**src/design/f2m_pkg.sv**
```systemverilog
// ----------------------------------------------------------------------------
// f2m_pkg: shared types and constants for the fp32 to 10-bit minifloat path
// Holds the stage payload types and the format constants.
// ----------------------------------------------------------------------------
package f2m_pkg;

    localparam logic [9:0]  MINI_INF     = 10'h1F0;
    localparam logic [9:0]  MINI_NAN     = 10'h1FF;
    localparam logic [7:0]  EXP_NORM_MIN = 8'd113;
    localparam logic [7:0]  EXP_OVF_MAX  = 8'd142;
    localparam logic [7:0]  EXP_BIAS_ADJ = 8'd112;

    // decode stage -> align stage
    typedef struct packed {
        logic        sgn;
        logic        is_nan;
        logic        is_ovf;
        logic        is_sub;
        logic [4:0]  sh;      // subnormal shift, saturated at 31
        logic [4:0]  ex_field;
        logic [23:0] sig;
    } t_dec;

    // align stage -> round stage
    typedef struct packed {
        logic        sgn;
        logic        is_nan;
        logic        is_ovf;
        logic [4:0]  ex_field;
        logic [23:0] body;
        logic        sticky;
    } t_aln;

endpackage

```
**src/design/f2m_decode.sv**
```systemverilog
// ----------------------------------------------------------------------------
// f2m_decode: first stage
// Split the single fields, classify, and work out the subnormal shift.
// ----------------------------------------------------------------------------
module f2m_decode (
    input  logic              i_clk,
    input  logic              i_rst_n,
    input  logic              i_valid,
    input  logic [31:0]       i_single_bits,
    output logic              o_valid,
    output f2m_pkg::t_dec     o_dec
);
    import f2m_pkg::*;

    logic        r_valid;
    t_dec        r_dec;
    t_dec        n_dec;
    logic [7:0]  bexp;
    logic [22:0] frac;
    logic [7:0]  e1;
    logic [7:0]  sh_full;

    always_comb begin
        bexp           = i_single_bits[30:23];
        frac           = i_single_bits[22:0];
        e1             = (bexp == 8'd0) ? 8'd1 : bexp;
        sh_full        = EXP_NORM_MIN - e1;
        n_dec.sgn      = i_single_bits[31];
        n_dec.is_nan   = (bexp == 8'hFF) && (frac != 23'd0);
        n_dec.is_ovf   = bexp > EXP_OVF_MAX;
        n_dec.is_sub   = bexp < EXP_NORM_MIN;
        n_dec.sh       = (sh_full > 8'd31) ? 5'd31 : sh_full[4:0];
        n_dec.ex_field = n_dec.is_sub ? 5'd0 : 5'(bexp - EXP_BIAS_ADJ);
        n_dec.sig      = {bexp != 8'd0, frac};
    end

    always_ff @(posedge i_clk) begin
        if (!i_rst_n) begin
            r_valid <= 1'b0;
        end else begin
            r_valid <= i_valid;
        end
        r_dec <= n_dec;
    end

    assign o_valid = r_valid;
    assign o_dec   = r_dec;
endmodule

```
**src/design/f2m_align.sv**
```systemverilog
// ----------------------------------------------------------------------------
// f2m_align: second stage
// Shift subnormal significands right and collect sticky.
// ----------------------------------------------------------------------------
module f2m_align (
    input  logic              i_clk,
    input  logic              i_rst_n,
    input  logic              i_valid,
    input  f2m_pkg::t_dec     i_dec,
    output logic              o_valid,
    output f2m_pkg::t_aln     o_aln
);
    import f2m_pkg::*;

    logic        r_valid;
    t_aln        r_aln;
    t_aln        n_aln;
    logic [23:0] mask;

    always_comb begin
        mask           = 24'(({32'd0, 1'b1} << i_dec.sh) - 33'd1);
        if (i_dec.sh > 5'd23) begin
            mask = '1;
        end
        n_aln.sgn      = i_dec.sgn;
        n_aln.is_nan   = i_dec.is_nan;
        n_aln.is_ovf   = i_dec.is_ovf;
        n_aln.ex_field = i_dec.ex_field;
        if (i_dec.is_sub) begin
            n_aln.body   = i_dec.sig >> i_dec.sh;
            n_aln.sticky = (i_dec.sig & mask) != 24'd0;
        end else begin
            n_aln.body   = {1'b0, i_dec.sig[22:0]};
            n_aln.sticky = 1'b0;
        end
    end

    always_ff @(posedge i_clk) begin
        if (!i_rst_n) begin
            r_valid <= 1'b0;
        end else begin
            r_valid <= i_valid;
        end
        r_aln <= n_aln;
    end

    assign o_valid = r_valid;
    assign o_aln   = r_aln;
endmodule

```
**src/design/f2m_round.sv**
```systemverilog
// ----------------------------------------------------------------------------
// f2m_round: third stage
// Round to nearest even, saturate to infinity, apply NaN and sign.
// ----------------------------------------------------------------------------
module f2m_round (
    input  logic              i_clk,
    input  logic              i_rst_n,
    input  logic              i_valid,
    input  f2m_pkg::t_aln     i_aln,
    output logic              o_valid,
    output logic [9:0]        o_mini_bits
);
    import f2m_pkg::*;

    logic       r_valid;
    logic [9:0] r_mini;
    logic [9:0] n_mini;
    logic [9:0] field;
    logic       up;

    always_comb begin
        field = {1'b0, i_aln.ex_field, i_aln.body[22:19]};
        up    = i_aln.body[18] && ((i_aln.body[19:0] & 20'hBFFFF) != 20'd0 || i_aln.sticky);
        field = field + {9'd0, up};
        if (field >= MINI_INF) begin
            field = MINI_INF;
        end
        if (i_aln.is_nan) begin
            field = MINI_NAN;
        end else if (i_aln.is_ovf) begin
            field = MINI_INF;
        end
        n_mini = field | {i_aln.sgn, 9'd0};
    end

    always_ff @(posedge i_clk) begin
        if (!i_rst_n) begin
            r_valid <= 1'b0;
        end else begin
            r_valid <= i_valid;
        end
        r_mini <= n_mini;
    end

    assign o_valid     = r_valid;
    assign o_mini_bits = r_mini;
endmodule

```
**src/design/fp32_to_fp10_convert.sv**
```systemverilog
// Throughput one word per cycle.
// Three register stages: decode, align (subnormal shift), round.
// busy is held low: a new word enters on every start.
// Reset (i_rst_n low, synchronous) clears the stage valid bits only.
// The receiver cannot stall; o_done marks each result for one cycle.
// ----------------------------------------------------------------------------
// fp32_to_fp10_convert: single precision to 1-5-4 minifloat converter
// Three-stage pipeline, round to nearest even, signed inf and NaN kept.
// ----------------------------------------------------------------------------
module fp32_to_fp10_convert (
    input  logic        i_clk,
    input  logic        i_rst_n,
    input  logic        start,
    output logic        busy,
    input  logic [31:0] i_single_bits,
    output logic        o_done,
    output logic [9:0]  o_mini_bits
);
    import f2m_pkg::*;

    logic v1;
    logic v2;
    t_dec dec;
    t_aln aln;

    // never stall: every stage advances each cycle
    assign busy = 1'b0;

    f2m_decode u_dec (
        .i_clk, .i_rst_n, .i_valid(start), .i_single_bits,
        .o_valid(v1), .o_dec(dec)
    );

    f2m_align u_aln (
        .i_clk, .i_rst_n, .i_valid(v1), .i_dec(dec),
        .o_valid(v2), .o_aln(aln)
    );

    f2m_round u_rnd (
        .i_clk, .i_rst_n, .i_valid(v2), .i_aln(aln),
        .o_valid(o_done), .o_mini_bits
    );
endmodule

```
**config.mk**
```make
export PLATFORM = sky130hd
export DESIGN_NAME = fp32_to_fp10_convert
export DESIGN_NICKNAME = d
export VERILOG_FILES = /design/src/design/f2m_pkg.sv /design/src/design/f2m_decode.sv /design/src/design/f2m_align.sv /design/src/design/f2m_round.sv /design/src/design/fp32_to_fp10_convert.sv
export SDC_FILE = /design/constraint.sdc
export NUM_CORES = 1
export LEC_CHECK = 0
export ABC_AREA = 0
export ABC_CLOCK_PERIOD_IN_PS = 7700
export BUFFER_PORTS_ARGS = -buffer_cell sky130_fd_sc_hd__buf_2
export CELL_PAD_IN_SITES_DETAIL_PLACEMENT = 0
export CELL_PAD_IN_SITES_GLOBAL_PLACEMENT = 1
export CORE_UTILIZATION = 26
export DETAILED_ROUTE_END_ITERATION = 6
export GPL_ROUTABILITY_DRIVEN = 0
export PLACE_DENSITY = 0.61
export SLEW_MARGIN = 20
export SYNTH_ARGS = -nofsm -noshare
export SYNTH_HDL_FRONTEND = slang
export SYNTH_HIERARCHICAL = 1
export SYNTH_SLANG_ARGS = --single-unit
```
**constraint.sdc**
```tcl
create_clock -name i_clk -period 7.7 [get_ports i_clk]
set_clock_uncertainty 0.2 [all_clocks]
set_input_delay 1.54 -clock i_clk [delete_from_list [all_inputs] [get_ports i_clk]]
set_output_delay 1.54 -clock i_clk [all_outputs]
set_load 0.01 [all_outputs]
```
## Word-level counts from Yosys, hierarchy flattened

Index checks and enable logic that the tools add are counted.

- Bits in registers: 83
- Output and inout bits: 12

- $add $sub $neg: 4
- Equal/unequal tests: 1
- Multiplexer cells: 6
- Shifts and indexed selects: 2
- Order comparisons: 5
- Reductions and logical operators: 8
- Bitwise logic cells: 2

Operator list:

| cell | count |
|---|---|
| $mux 24 | 2 |
| $mux 10 | 3 |
| $and 24x24->24 | 1 |
| $reduce_bool 24->1 | 1 |
| $shl 1x5->24 const A | 1 |
| $shr 24x5->23 | 1 |
| $sub 24x1->24 const B | 1 |
| $reduce_bool 23->1 | 1 |
| $reduce_bool 20->1 | 1 |
| $add 9x1->10 | 1 |
| $ge 10x9->1 const B | 1 |
| $or 10x10->10 | 1 |
| $eq 8x8->1 const B | 1 |
| $gt 8x5->1 const B | 1 |
| $gt 8x8->1 const B | 1 |
| $logic_not 8->1 | 1 |
| $lt 8x7->1 const B | 1 |
| $mux 8 | 1 |
| $reduce_bool 8->1 | 1 |
| $sub 7x8->8 const A | 1 |
| $gt 5x5->1 const B | 1 |
| $sub 5x5->5 const B | 1 |
| $logic_and 1x1->1 | 2 |
| $logic_or 1x1->1 | 1 |

## Depth between registers and ports, before layout

Gate-level depths: netlist of run 1.

- Depth after elaboration: 9
- Mapped depth: 12
- Mapped depth without buffers: 9

## Cells and area by module

The synthesis of run 1 kept the hierarchy.

Modules (own cells, without submodules):

| module | instances | cells each | area each (um^2) | seq. area each (um^2) |
|---|---|---|---|---|
| f2m_align | 1 | 292 | 2648.8 | 680.7 |
| f2m_decode | 1 | 83 | 1067.3 | 780.7 |
| f2m_round | 1 | 72 | 606.8 | 220.2 |
| fp32_to_fp10_convert | 1 | 2 | 11.3 | 0.0 |

## Worst setup path before layout of run 1

No wires, ideal clock.

- Path type: input to register
- From: input i_single_bits[24]
- To: register u_dec.r_dec (netlist bit u_dec/o_dec[32])
- Path buffers: 0
- Stages on the path: 6
- Arrival: 2516 ps
- Required time: 7373 ps
- Path slack: 4857 ps
- Setup time: 127 ps
- Cells stage by stage: inv_1 ha_1 nor2b_1 a21bo_1 a32oi_1 or3_1

- Cells in the longest elaborated chain, start to end: 4

Ends and longest elaborated chain:

| what | RTL line | source |
|---|---|---|
| start: declaration | fp32_to_fp10_convert.sv:15 | `input logic [31:0] i_single_bits,` |
| $logic_not 8->1 | f2m_decode.sv:26 | `e1 = (bexp == 8'd0) ? 8'd1 : bexp;` |
| $mux 8 * | f2m_decode.sv:26 |  |
| $sub 7x8->8 * | f2m_decode.sv:27 | `sh_full = EXP_NORM_MIN - e1;` |
| $gt 8x5->1 | f2m_decode.sv:32 | `n_dec.sh = (sh_full > 8'd31) ? 5'd31 : sh_full[4:0];` |
| end signal: assignment | f2m_decode.sv:43 | `r_dec <= n_dec;` |
| end: declaration | f2m_decode.sv:16 | `t_dec r_dec;` |

Every way passes the cells marked *; elsewhere a longest branch is shown, timed or not.
A chain may end at the register's enable or synchronous reset.

## Worst setup path in the final report of run 1

- From: register u_dec.r_dec (netlist bit u_dec/o_dec[30])
- To: register u_aln.r_aln (netlist bit u_aln/o_aln[0])

- Cells in the longest elaborated chain, start to end: 5
- Elaborated cells on any way between the ends: 6
- Those cells by class: 1 x add/sub; 1 x order compare; 1 x shift; 1 x mux; 1 x bitwise; 1 x reduce/logical

Ends and longest elaborated chain:

| what | RTL line | source |
|---|---|---|
| $shl 1x5->24 | f2m_align.sv:21 | `mask = 24'(({32'd0, 1'b1} << i_dec.sh) - 33'd1);` |
| $sub 24x1->24 | f2m_align.sv:21 |  |
| $mux 24 * | f2m_align.sv:22 | `if (i_dec.sh > 5'd23) begin` |
| $and 24x24->24 * | f2m_align.sv:31 | `n_aln.sticky = (i_dec.sig & mask) != 24'd0;` |
| $reduce_bool 24->1 * | f2m_align.sv:31 |  |
| end signal: assignment | f2m_align.sv:44 | `r_aln <= n_aln;` |
| end: declaration | f2m_align.sv:16 | `t_aln r_aln;` |

Marked as above.

==> qor.csv, run 1 <==
stage,metric,value,unit
run_status,outcome,"finished, final reports clean",
sta,setup_violations,0,
finish,area_growth,15.79,%
clocking,cts_root_buffer,clkbuf_16,
power,ir_worst_vdd,0.07875,mV
clocking,cts_tree,built,
floorplanning,die-area,17100,sq um
power,powerDensity,213.2,nW/um^2
clocking,clk_latency,0.34,ns
power,power.static_leakage,1.929,nW
detailed_routing,drtIter0Drc,332,
sta,setup_tns,0,ns
floorplanning,initial_core_util,0.2684,
setup_path,critPathTopFamily,compound AO/OA/AOI/OAI gates,
sta,slew_viol_final,0,
grt,grt_max_degree,52,
sta,tightest_slew,0.8677,ns
floorplanning,fp.dieW,130.8,microns
finish,fill_cells,1674,
finish,final_util,0.3108,
sta,slew_headroom,0.4209,
finish,drive_gt1_frac,0.2075,
clocking,h-tree-depth,3,
floorplanning,die_y,130.8,microns
detailed_routing,ant_nets,0,
grt,grt_usage,0.1454,
detailed_routing,vias_per_cell,5.384,
setup_path,worst_ep_arrival_time,3.40,ns
synthesis,syn_nets,486,
floorplanning,row_count,46,
sta,setup_ws,4.309,ns
hold_path,hp-class,flip-flop to flip-flop,
place,dp.final_hpwl,8547,microns
finish,fin_nets,511,
synthesis,synth_area,4310,sq um
sta,period_share,0.4403,
clocking,post_cts_resized,0,
job,maxCapViolCount,0,
finish,diodes,0,
floorplanning,io_pins,47,
place,pre_cts_slack,4.426,ns
detailed_routing,wl_per_cell,17.27,microns
setup_path,crit_required,7.71,ns
place,placedInstanceArea,4662,sq um
grt,antenna_found_initial,0,
sta,finalHoldViolCount,0,
clocking,clkSlewWorstSetupHoldPaths,0.07,ns
setup_path,slowest_stage,ha_1,
setup_path,crit_buf_inv,1,
grt,grt_pass1_vias,3424,
clocking,cts_made_buffers,9,
grt,grt_pass1_wl,18550,microns
sta,max_freq,294.9,MHz
setup_path,cp_max_fo,51,
place,portBuffers,45,
clocking,cts_sinks,83,
setup_path,worst_setup_path_end_kind,flip-flop,
clocking,cts_buffer_depth,2,
setup_path,cp-start-kind,flip-flop,
floorplanning,core_area,16060,sq um
finish,design_area,4991,sq um
detailed_routing,first_pass_iters,4,
clocking,cts_setup_buffers,0,
detailed_routing,drcViolationCount,0,
grt,grt-ovfl-total,0,
sta,rsz0062_at_grt,no,
detailed_routing,via_count,3731,
setup_path,max_stage_delay,0.67,ns
clocking,hold_buffers,0,
setup_path,crit_chain,buf_4 -> or2_1 -> nand2b_1 -> ha_1 -> nor4_1 -> o2111a_1 -> a2111o_1 -> a2111oi_0 -> a31oi_1,
synthesis,avgSynthCellArea,9.643,sq um
detailed_routing,postRouteWirelength,11970,microns
synthesis,yosysWarnings,6,
sta,min_period,3.391,ns
setup_path,path_class,flip-flop to flip-flop,
synthesis,syn_inst,447,
-- cell type report --
type / instances / area (sq um) / area share
inverters: 9 / 33.78 / 0.006769
clock inverters: 7 / 103.9 / 0.02081
repair buffers: 50 / 262.8 / 0.05264
multi-input cells: 319 / 2432 / 0.4873
flip-flops and latches: 83 / 1663 / 0.3332
well taps: 216 / 270.3 / 0.05415
clock buffers: 9 / 225.2 / 0.04512
-- state kept, by name, indices dropped and copies added, names as in the netlist --
| name | count |
|---|---|
| u_dec/o_valid | 1 |
| u_rnd/o_valid | 1 |
| u_aln/o_valid | 1 |
| u_dec/o_dec | 38 |
| u_rnd/o_mini_bits | 10 |
| u_aln/o_aln | 32 |
-- per-stage QoR --
step	total power [mW]	hold WS, ns	instances
detailed placement	0.6015	0.1135	677
global placement	0.6021	0.1096	677
finish	1.064	0.1244	693
floorplan	0.5596	0.1096	447
global route	1.109	0.1284	693
CTS	1.075	0.1254	693
-- path summary, 6_finish.rpt --
path | start | to | slack [ns] | depth (start not counted)
max | u_dec/o_dec[30] | u_aln/o_aln[0] | 4.31 | 9
min | u_dec/o_dec[27] | u_aln/o_aln[28] | 0.12 | 0
max reg2reg | u_dec/o_dec[30] | u_aln/o_aln[0] | 4.31 | 9
min reg2reg | u_dec/o_dec[27] | u_aln/o_aln[28] | 0.12 | 0
-- cell usage in the layout, fill, tap and decap left out, types with 5 or more instances in the layout --
master,n
buf_4,5
mux2_2,8
nand3_1,12
nor2_1,21
a21oi_1,25
nor2b_1,9
mux4_2,14
dfxtp_1,82
o21ai_0,28
inv_1,7
clkbuf_16,9
o2bb2ai_1,13
and2_1,6
mux2i_1,26
buf_2,45
nand2b_1,10
nor4_1,12
or3_1,9
nor3_1,5
a31oi_1,7
nand2_1,26
-- routing by layer --
layer / vias up / routed length [microns] / GRT usage
li1: 1747 / - / -
met1: 1766 / 5550 / 0.2065
met2: 189 / 5152 / 0.2042
met3: 29 / 929 / 0.03420
met4: 0 / 336 / 0.07167
met5: - / 0 / 0
-- where the power goes --
part | switching, mW | total (mW) | internal [mW]
logic | 0.0608 | 0.113 | 0.0525
clock network | 0.181 | 0.470 | 0.289
registers | 0.0244 | 0.481 | 0.456
total | 0.266 | 1.06 | 0.798
Note: power is estimated with default switching activity, not from simulation.
==> inputs of run 2 (changes only) <==
Settings changed: ABC_CLOCK_PERIOD_IN_PS 7700 to 3200.
Clock period 7.7 ns to 3.2 ns, I/O delays scaled along.
==> run 2 against run 1 <==
- global-route usage increased by 0.36 points
- largest cell class unchanged
- count of clock-buffer cells in the layout stayed put
- combinational power grew 150%
- flip-flop and latch count is the same
- worst setup slack got worse by 3.8 ns
- critical path type unchanged
- via count is 0.13% lower
- critical path depth stayed put
- non-clock buffer count up 7
- first-iteration DRC count fell by 33%
- wire length grew 1.0%
==> qor.csv, run 2 (synthesized netlist as in run 1, its figures left out) <==
stage,metric,value,unit,change
run_status,outcome,"finished, final reports clean",,
clocking,h-tree-depth,3,,unchanged
grt,grt_usage,0.1490,,+0.003625
power,sw_frac_of_total,0.2501,,about the same
setup_path,critPathTopFamily,compound AO/OA/AOI/OAI gates,,
sta,period_share,0.8540,,+0.4137
clocking,clk_latency,0.34,ns,about the same
grt,grt_pass1_vias,3474,,+1.5%
setup_path,worst_ep_arrival_time,2.74,ns,-0.66 ns
hold_path,hold_depth,0,,unchanged
detailed_routing,drcViolationCount,0,,unchanged
setup_path,crit_required,3.20,ns,-4.51 ns
setup_path,crit_chain,or2_1 -> nand2b_1 -> ha_1 -> buf_4 -> or2_2 -> o211ai_2 -> o2111ai_1 -> a2111oi_2 -> a31oi_1,,
setup_path,crit_buf_inv,1,,unchanged
sta,tightest_slew,0.6910,ns,-0.1767 ns
grt,grt_max_degree,48,,-7.7%
sta,min_period,2.733,ns,-0.6577 ns
finish,fin_nets,518,,+1.4%
floorplanning,row_count,46,,unchanged
clocking,cts_root_buffer,clkbuf_16,,
place,dp.final_hpwl,8993,microns,+5.2%
detailed_routing,wl_per_cell,17.27,microns,about the same
power,p_clk_frac,0.441,,about the same
setup_path,path_class,flip-flop to flip-flop,,
finish,multi_input_area,2432,sq um,unchanged
clocking,clkSlewWorstSetupHoldPaths,0.06,ns,about the same
setup_path,reg2regPathDepth,9,,unchanged
finish,area_growth,17.07,%,
place,portBuffers,45,,unchanged
setup_path,rrSetupSlack,0.47,ns,-3.84 ns
finish,largest_reg_flops,38,,unchanged
floorplanning,initial_core_util,0.2684,,unchanged
clocking,cts_sinks,83,,unchanged
power,power.static_leakage,1.963,nW,+1.7%
finish,regArea,1663,sq um,unchanged
finish,final_cell_mix,"82 x dfxtp_1, 45 x buf_2, 28 x o21ai_0, 26 x nand2_1, 26 x mux2i_1",,
clocking,post_cts_resized,0,,unchanged
sta,max_freq,365.9,MHz,+24%
detailed_routing,first_pass_iters,5,,+1
power,p_int,1.925,mW,+140%
floorplanning,fp.dieW,130.8,microns,unchanged
power,p_comb_frac,0.110,,+0.004
sta,rsz0062_at_grt,no,,
setup_path,r2r-start,u_dec/o_dec[29],,
floorplanning,core_area,16060,sq um,unchanged
floorplanning,die-area,17100,sq um,unchanged
detailed_routing,ant_nets,0,,unchanged
grt,antenna_found_initial,0,,unchanged
finish,drive_gt1_frac,0.2190,,+0.01146
setup_path,worst_setup_path_end_kind,flip-flop,,
finish,fill_cells,1655,,-1.1%
sta,slew_viol_final,0,,unchanged
finish,diodes,0,,unchanged
clocking,cts_buffer_depth,2,,unchanged
detailed_routing,vias_per_cell,5.323,,-1.1%
power,powerDensity,508.8,nW/um^2,+140%
clocking,hold_buffers,0,,unchanged
grt,grt-ovfl-total,0,,unchanged
power,p_seq_frac,0.450,,-0.002
finish,design_area,5046,sq um,+1.1%
sta,setup_violations,0,,unchanged
sta,slew_headroom,0.5351,,+0.1142
power,ir_worst_vdd,0.2064,mV,+160%
clocking,cts_tree,built,,
setup_path,max_stage_delay,0.40,ns,-0.27 ns
grt,grt_pass1_wl,19020,microns,+2.5%
sta,setup_tns,0,ns,unchanged
setup_path,cp-start-kind,flip-flop,,
hold_path,hp-class,flip-flop to flip-flop,,
job,maxCapViolCount,0,,unchanged
setup_path,slowest_stage,a2111oi_2,,
setup_path,reg2reg_to,u_aln/o_aln[0],,
power,switchingPower,0.6421,mW,+140%
place,placedInstanceArea,4715,sq um,+1.1%
setup_path,cp_max_fo,11,,-78%
clocking,cts_setup_buffers,0,,unchanged
clocking,cts_made_buffers,9,,unchanged
floorplanning,die_y,130.8,microns,unchanged
detailed_routing,drtIter0Drc,221,,-33%
finish,layout_commonest_cell,dfxtp_1,,
sta,finalHoldViolCount,0,,unchanged
detailed_routing,via_count,3726,,-0.13%
detailed_routing,postRouteWirelength,12090,microns,+1.0%
hold_path,hold_end,u_aln/o_aln[28],,
floorplanning,io_pins,47,,unchanged
hold_path,worstHoldStart,u_dec/o_dec[27],,
-- run 2: how the worst max path moves through the flow --
stage | from | endpoint | slack (ns) | depth (start not counted)
2_1_floorplan | u_dec/o_dec[29] | u_aln/o_aln[0] | 0.54 | 11
3_3_place_gp | u_dec/o_dec[29] | u_aln/o_aln[0] | 0.51 | 8
3_5_place_dp | u_dec/o_dec[29] | u_aln/o_aln[0] | 0.49 | 9
4_1_cts | u_dec/o_dec[29] | u_aln/o_aln[0] | 0.48 | 9
5_1_grt | u_dec/o_dec[29] | u_aln/o_aln[0] | 0.25 | 10
6_report | u_dec/o_dec[29] | u_aln/o_aln[0] | 0.47 | 9
-- run 2: worst reg2reg max path, cell delays in order (launching register included) --
cell,delay (ns)
dfxtp_1,0.33
or2_1,0.27
nand2b_1,0.18
ha_1,0.33
buf_4,0.22
or2_2,0.30
o211ai_2,0.08
o2111ai_1,0.16
a2111oi_2,0.40
a31oi_1,0.14
-- run 2: area by class of cell --
class / instances / area share
clock buffers: 9 / 0.04463
repair buffers: 57 / 0.06248
well taps: 216 / 0.05356
flip-flops and latches: 83 / 0.3295
multi-input cells: 319 / 0.4820
inverters: 9 / 0.006695
clock inverters: 7 / 0.02108
-- run 2: power groups by stage --
stage	Combinational (mW)	Clock (mW)	Sequential (mW)
3_3_place_gp	0.276	0	1.18
2_1_floorplan	0.191	0	1.16
6_report	0.281	1.13	1.15
3_5_place_dp	0.278	0	1.18
4_1_cts	0.279	1.17	1.15
5_1_grt	0.308	1.21	1.16
-- run 2: per-stage QoR --
stage	hold slack (ns)	utilization	total power [mW]	setup slack, ns	cells
after CTS	0.1292	0.3142	2.599	0.4756	700
after global routing	0.1360	0.3142	2.673	0.2497	700
after detailed placement	0.1143	0.2936	1.455	0.4885	684
final	0.1269	0.3142	2.567	0.4671	700
after global placement	0.1107	0.2936	1.452	0.5058	684
after floorplan	0.1096	-	1.347	0.5352	447
-- run 2: per-layer routing --
metal	routed length (microns)	global-route usage	vias up	share of wire
met1	5422	0.1958	1768	0.45
met5	0	0	-	0
met2	5422	0.2244	165	0.45
li1	-	-	1763	-
met4	458	0.08925	0	0.038
met3	786	0.03135	30	0.065
==> inputs of run 3 (changes only) <==
Settings changed: CORE_UTILIZATION 26 to 30, PLACE_DENSITY 0.61 to 0.68, SYNTH_HIERARCHICAL 1 to default.
==> run 3 against run 2 <==
- the flow now finishes with violations (design-rule violations)
- register-to-register slack got worse by 0.07 ns
- final area decreased by 4.3%
- worst setup slack got worse by 0.067 ns
- critical path depth increased by 1
- non-clock buffer count decreased by 3
- total power decreased by 6.7%
- first-iteration DRC count increased by 58%
- via count decreased by 1.3%
- critical path type unchanged
==> qor.csv, run 3 <==
stage,metric,value,unit,change
clocking,clk_latency,0.34,ns,about the same
setup_path,crit_chain,nor3_1 -> nand2_1 -> ha_1 -> buf_4 -> nor3b_1 -> o21bai_1 -> o311ai_0 -> a22oi_1 -> nand2_1 -> o31a_1,,
floorplanning,initial_core_util,0.3061,,+0.03770
synthesis,yosys.cell_types.count,66,,
setup_path,path_class,flip-flop to flip-flop,,
setup_path,cp_common_cell,nand2_1,,
place,pre_cts_slack,0.3940,ns,-0.09455 ns
synthesis,ys_ff_latch,83,,
sta,min_period,2.800,ns,+0.06725 ns
run_status,violations,design-rule violations,,
synthesis,synth-main-ff-cell,dfxtp_1,,
power,p_comb_frac,0.115,,+0.005
hold_path,hold_depth,0,,unchanged
synthesis,async_flop_share,0,,
sta,tightest_slew,0.5855,ns,-0.1055 ns
finish,final_cell_mix,"81 x dfxtp_1, 45 x buf_2, 31 x nor2_1, 29 x nand2_1",,
place,dp_cells,643,,-6.0%
power,powerDensity,496.2,nW/um^2,-2.5%
sta,setup_tns,0,ns,unchanged
power,finalPower,2.396,mW,-6.7%
sta,setup_violations,0,,unchanged
place,placedInstanceArea,4551,sq um,-3.5%
finish,drive_gt1_frac,0.2192,,about the same
sta,setup_ws,0.3998,ns,-0.06725 ns
synthesis,yosysTopAreaCell,dfxtp_1,,
sta,slew_headroom,0.6060,,+0.07097
clocking,h-tree-depth,3,,unchanged
synthesis,avgSynthCellArea,9.576,sq um,-0.69%
grt,grt_pass1_wl,18100,microns,-4.8%
detailed_routing,vias_per_cell,5.581,,+4.9%
setup_path,cp-start-kind,flip-flop,,
setup_path,cp_max_fo,16,,+5
place,dp.final_hpwl,8244,microns,-8.3%
grt,antenna_found_initial,0,,unchanged
sta,max_freq,357.1,MHz,-2.4%
detailed_routing,drtIter0Drc,350,,+58%
detailed_routing,via_count,3678,,-1.3%
finish,fin_nets,513,,-0.97%
grt,grt_max_degree,52,,+8.3%
power,switchingPower,0.6334,mW,-1.4%
job,maxCapViolCount,0,,unchanged
setup_path,worst_ep_arrival_time,2.83,ns,+0.09 ns
detailed_routing,drcViolationCount,1,,+1
finish,diodes,0,,unchanged
synthesis,synth_area,4233,sq um,-1.8%
synthesis,yosys-top-cells-area,"dfxtp_1 39%, mux4_2 11%, mux2i_1 3.5%, nor2_1 2.7%, nand2_1 2.6%",,
power,sw_frac_of_total,0.2644,,+0.01427
setup_path,reg2regPathDepth,10,,+1
finish,area_growth,14.07,%,
detailed_routing,ant_nets,0,,unchanged
setup_path,crit_required,3.23,ns,+0.03 ns
clocking,cts_made_buffers,9,,unchanged
finish,design_area,4828,sq um,-4.3%
finish,largest_reg_flops,38,,unchanged
detailed_routing,postRouteWirelength,11450,microns,-5.3%
floorplanning,core_area,13830,sq um,-14%
clocking,cts_tree,built,,
clocking,hold_buffers,0,,unchanged
power,p_int,1.762,mW,-8.5%
clocking,post_cts_resized,0,,unchanged
setup_path,slowest_stage,nor3_1,,
place,portBuffers,45,,unchanged
power,p_seq_frac,0.481,,+0.031
grt,grt-ovfl-total,0,,unchanged
grt,grt_usage,0.1624,,+0.01332
sta,finalHoldViolCount,0,,unchanged
detailed_routing,first_pass_iters,7,,+2
floorplanning,fp.dieW,120.8,microns,-7.6%
synthesis,yosysTopAreaCellShare,0.3926,,
setup_path,critPathLaunch,u_dec.o_dec[31],,
power,ir_worst_vdd,0.2600,mV,+26%
synthesis,ys_top_cells_by_count,"83 x dfxtp_1, 31 x nor2_1, 29 x nand2_1",,
setup_path,max_stage_delay,0.46,ns,+0.06 ns
synthesis,syn_nets,481,,-1.0%
floorplanning,die_y,120.8,microns,-7.6%
finish,finalNonFillerCells,659,,-5.9%
setup_path,worst_setup_path_end_kind,flip-flop,,
hold_path,hold_end,u_aln.o_aln[28],,
hold_path,hp-class,flip-flop to flip-flop,,
clocking,cts_sinks,83,,unchanged
clocking,cts_setup_buffers,0,,unchanged
clocking,cts_root_buffer,clkbuf_16,,
power,p_clk_frac,0.404,,-0.037
sta,slew_viol_final,0,,unchanged
sta,rsz0062_at_grt,no,,
setup_path,reg2reg_to,u_aln.o_aln[0],,
grt,grt_pass1_vias,3380,,-2.7%
setup_path,r2r-start,u_dec.o_dec[31],,
finish,layout_commonest_cell,dfxtp_1,,
clocking,cts_buffer_depth,2,,unchanged
floorplanning,die-area,14590,sq um,-15%
floorplanning,row_count,43,,-6.5%
synthesis,yosysWarnings,0,,-6
setup_path,rrSetupSlack,0.40,ns,-0.07 ns
power,power.static_leakage,1.929,nW,-1.7%
detailed_routing,wl_per_cell,17.37,microns,+0.61%
floorplanning,io_pins,47,,unchanged
synthesis,synth-edff-count,0,,
synthesis,synth.most_common_cell,dfxtp_1,,
run_status,outcome,"complete, but fails checks",,
synthesis,synth_seq_area_share,0.3926,,
hold_path,worstHoldStart,u_dec.o_dec[27],,
synthesis,syn_inst,442,,-1.1%
sta,period_share,0.8751,,+0.02101
clocking,clkSlewWorstSetupHoldPaths,0.06,ns,about the same
-- run 3: cell types whose count changed in the layout (fill, tap and decap cells not counted), sizes merged, moves of 5 or more --
cell and delta:
a211oi +5, inv +13, o22ai +10, o2bb2ai -12, o21a +5, mux2 -5
nor2 +10, mux4 +6, or3 -7, a21oi -8, mux2i -11
-- run 3: logic make-up after synthesis --
kind of cell / Yosys count / synth area share
AO/OA/AOI/OAI: 113 / 0.1845
XOR/XNOR: 7 / 0.01448
adder cells (fa/ha/maj): 4 / 0.01182
buffers and inverters: 55 / 0.06740
flip-flops: 83 / 0.3926
multiplexers: 39 / 0.1552
other: 1 / 0.0008859
AND/OR/NAND/NOR: 140 / 0.1732
-- run 3: worst max-delay path, delay by kind of cell (launching register included) --
kind	cells	cell delay, ns
compound gates	4	0.78
simple gates	4	0.77
fa+ha+maj	1	0.39
flops	1	0.32
buf+inv	1	0.23
-- run 3: metrics by stage --
| stage | hold WS, ns | utilization |
|---|---|---|
| final | 0.1245 | 0.3492 |
| after global routing | 0.1298 | 0.3492 |
| after CTS | 0.1268 | 0.3492 |
| after detailed placement | 0.1121 | 0.3291 |
| after global placement | 0.1115 | 0.3291 |
| after floorplan | 0.1096 | - |
-- run 3: power groups by stage --
stage / sequential [mW] / combinational (mW) / clock, mW
6_report: 1.15 / 0.274 / 0.968
5_1_grt: 1.16 / 0.299 / 1.03
4_1_cts: 1.15 / 0.272 / 0.980
3_5_place_dp: 1.18 / 0.271 / 0
3_3_place_gp: 1.17 / 0.269 / 0
2_1_floorplan: 1.16 / 0.192 / 0
-- run 3: worst max-delay path by stage --
stage	slack, ns	endpoint
finish	0.40	u_aln.o_aln[0]
global route	0.20	u_aln.o_aln[0]
CTS	0.38	u_aln.o_aln[0]
detailed placement	0.39	u_aln.o_aln[0]
global placement	0.44	u_aln.o_aln[0]
floorplan	0.56	u_aln.o_aln[0]
-- run 3: area by class of cell --
| type | count | area, sq um |
|---|---|---|
| tap | 180 | 225.2 |
| multi-input combinational | 304 | 2286 |
| fill | 1374 | 8999 |
| sequential | 83 | 1664 |
| timing repair buffer | 54 | 292.8 |
| inverter | 22 | 82.58 |
| clock buffer | 10 | 229.0 |
| clock inverter | 6 | 48.80 |
-- run 3: metal layers --
metal	track usage	wire [microns]	share of wire	vias to the layer above
met1	0.2168	4945	0.43	1732
met2	0.2568	5215	0.46	202
met4	0.06173	260	0.023	0
met3	0.03349	1029	0.090	34
met5	0	0	0	-
li1	-	-	-	1710
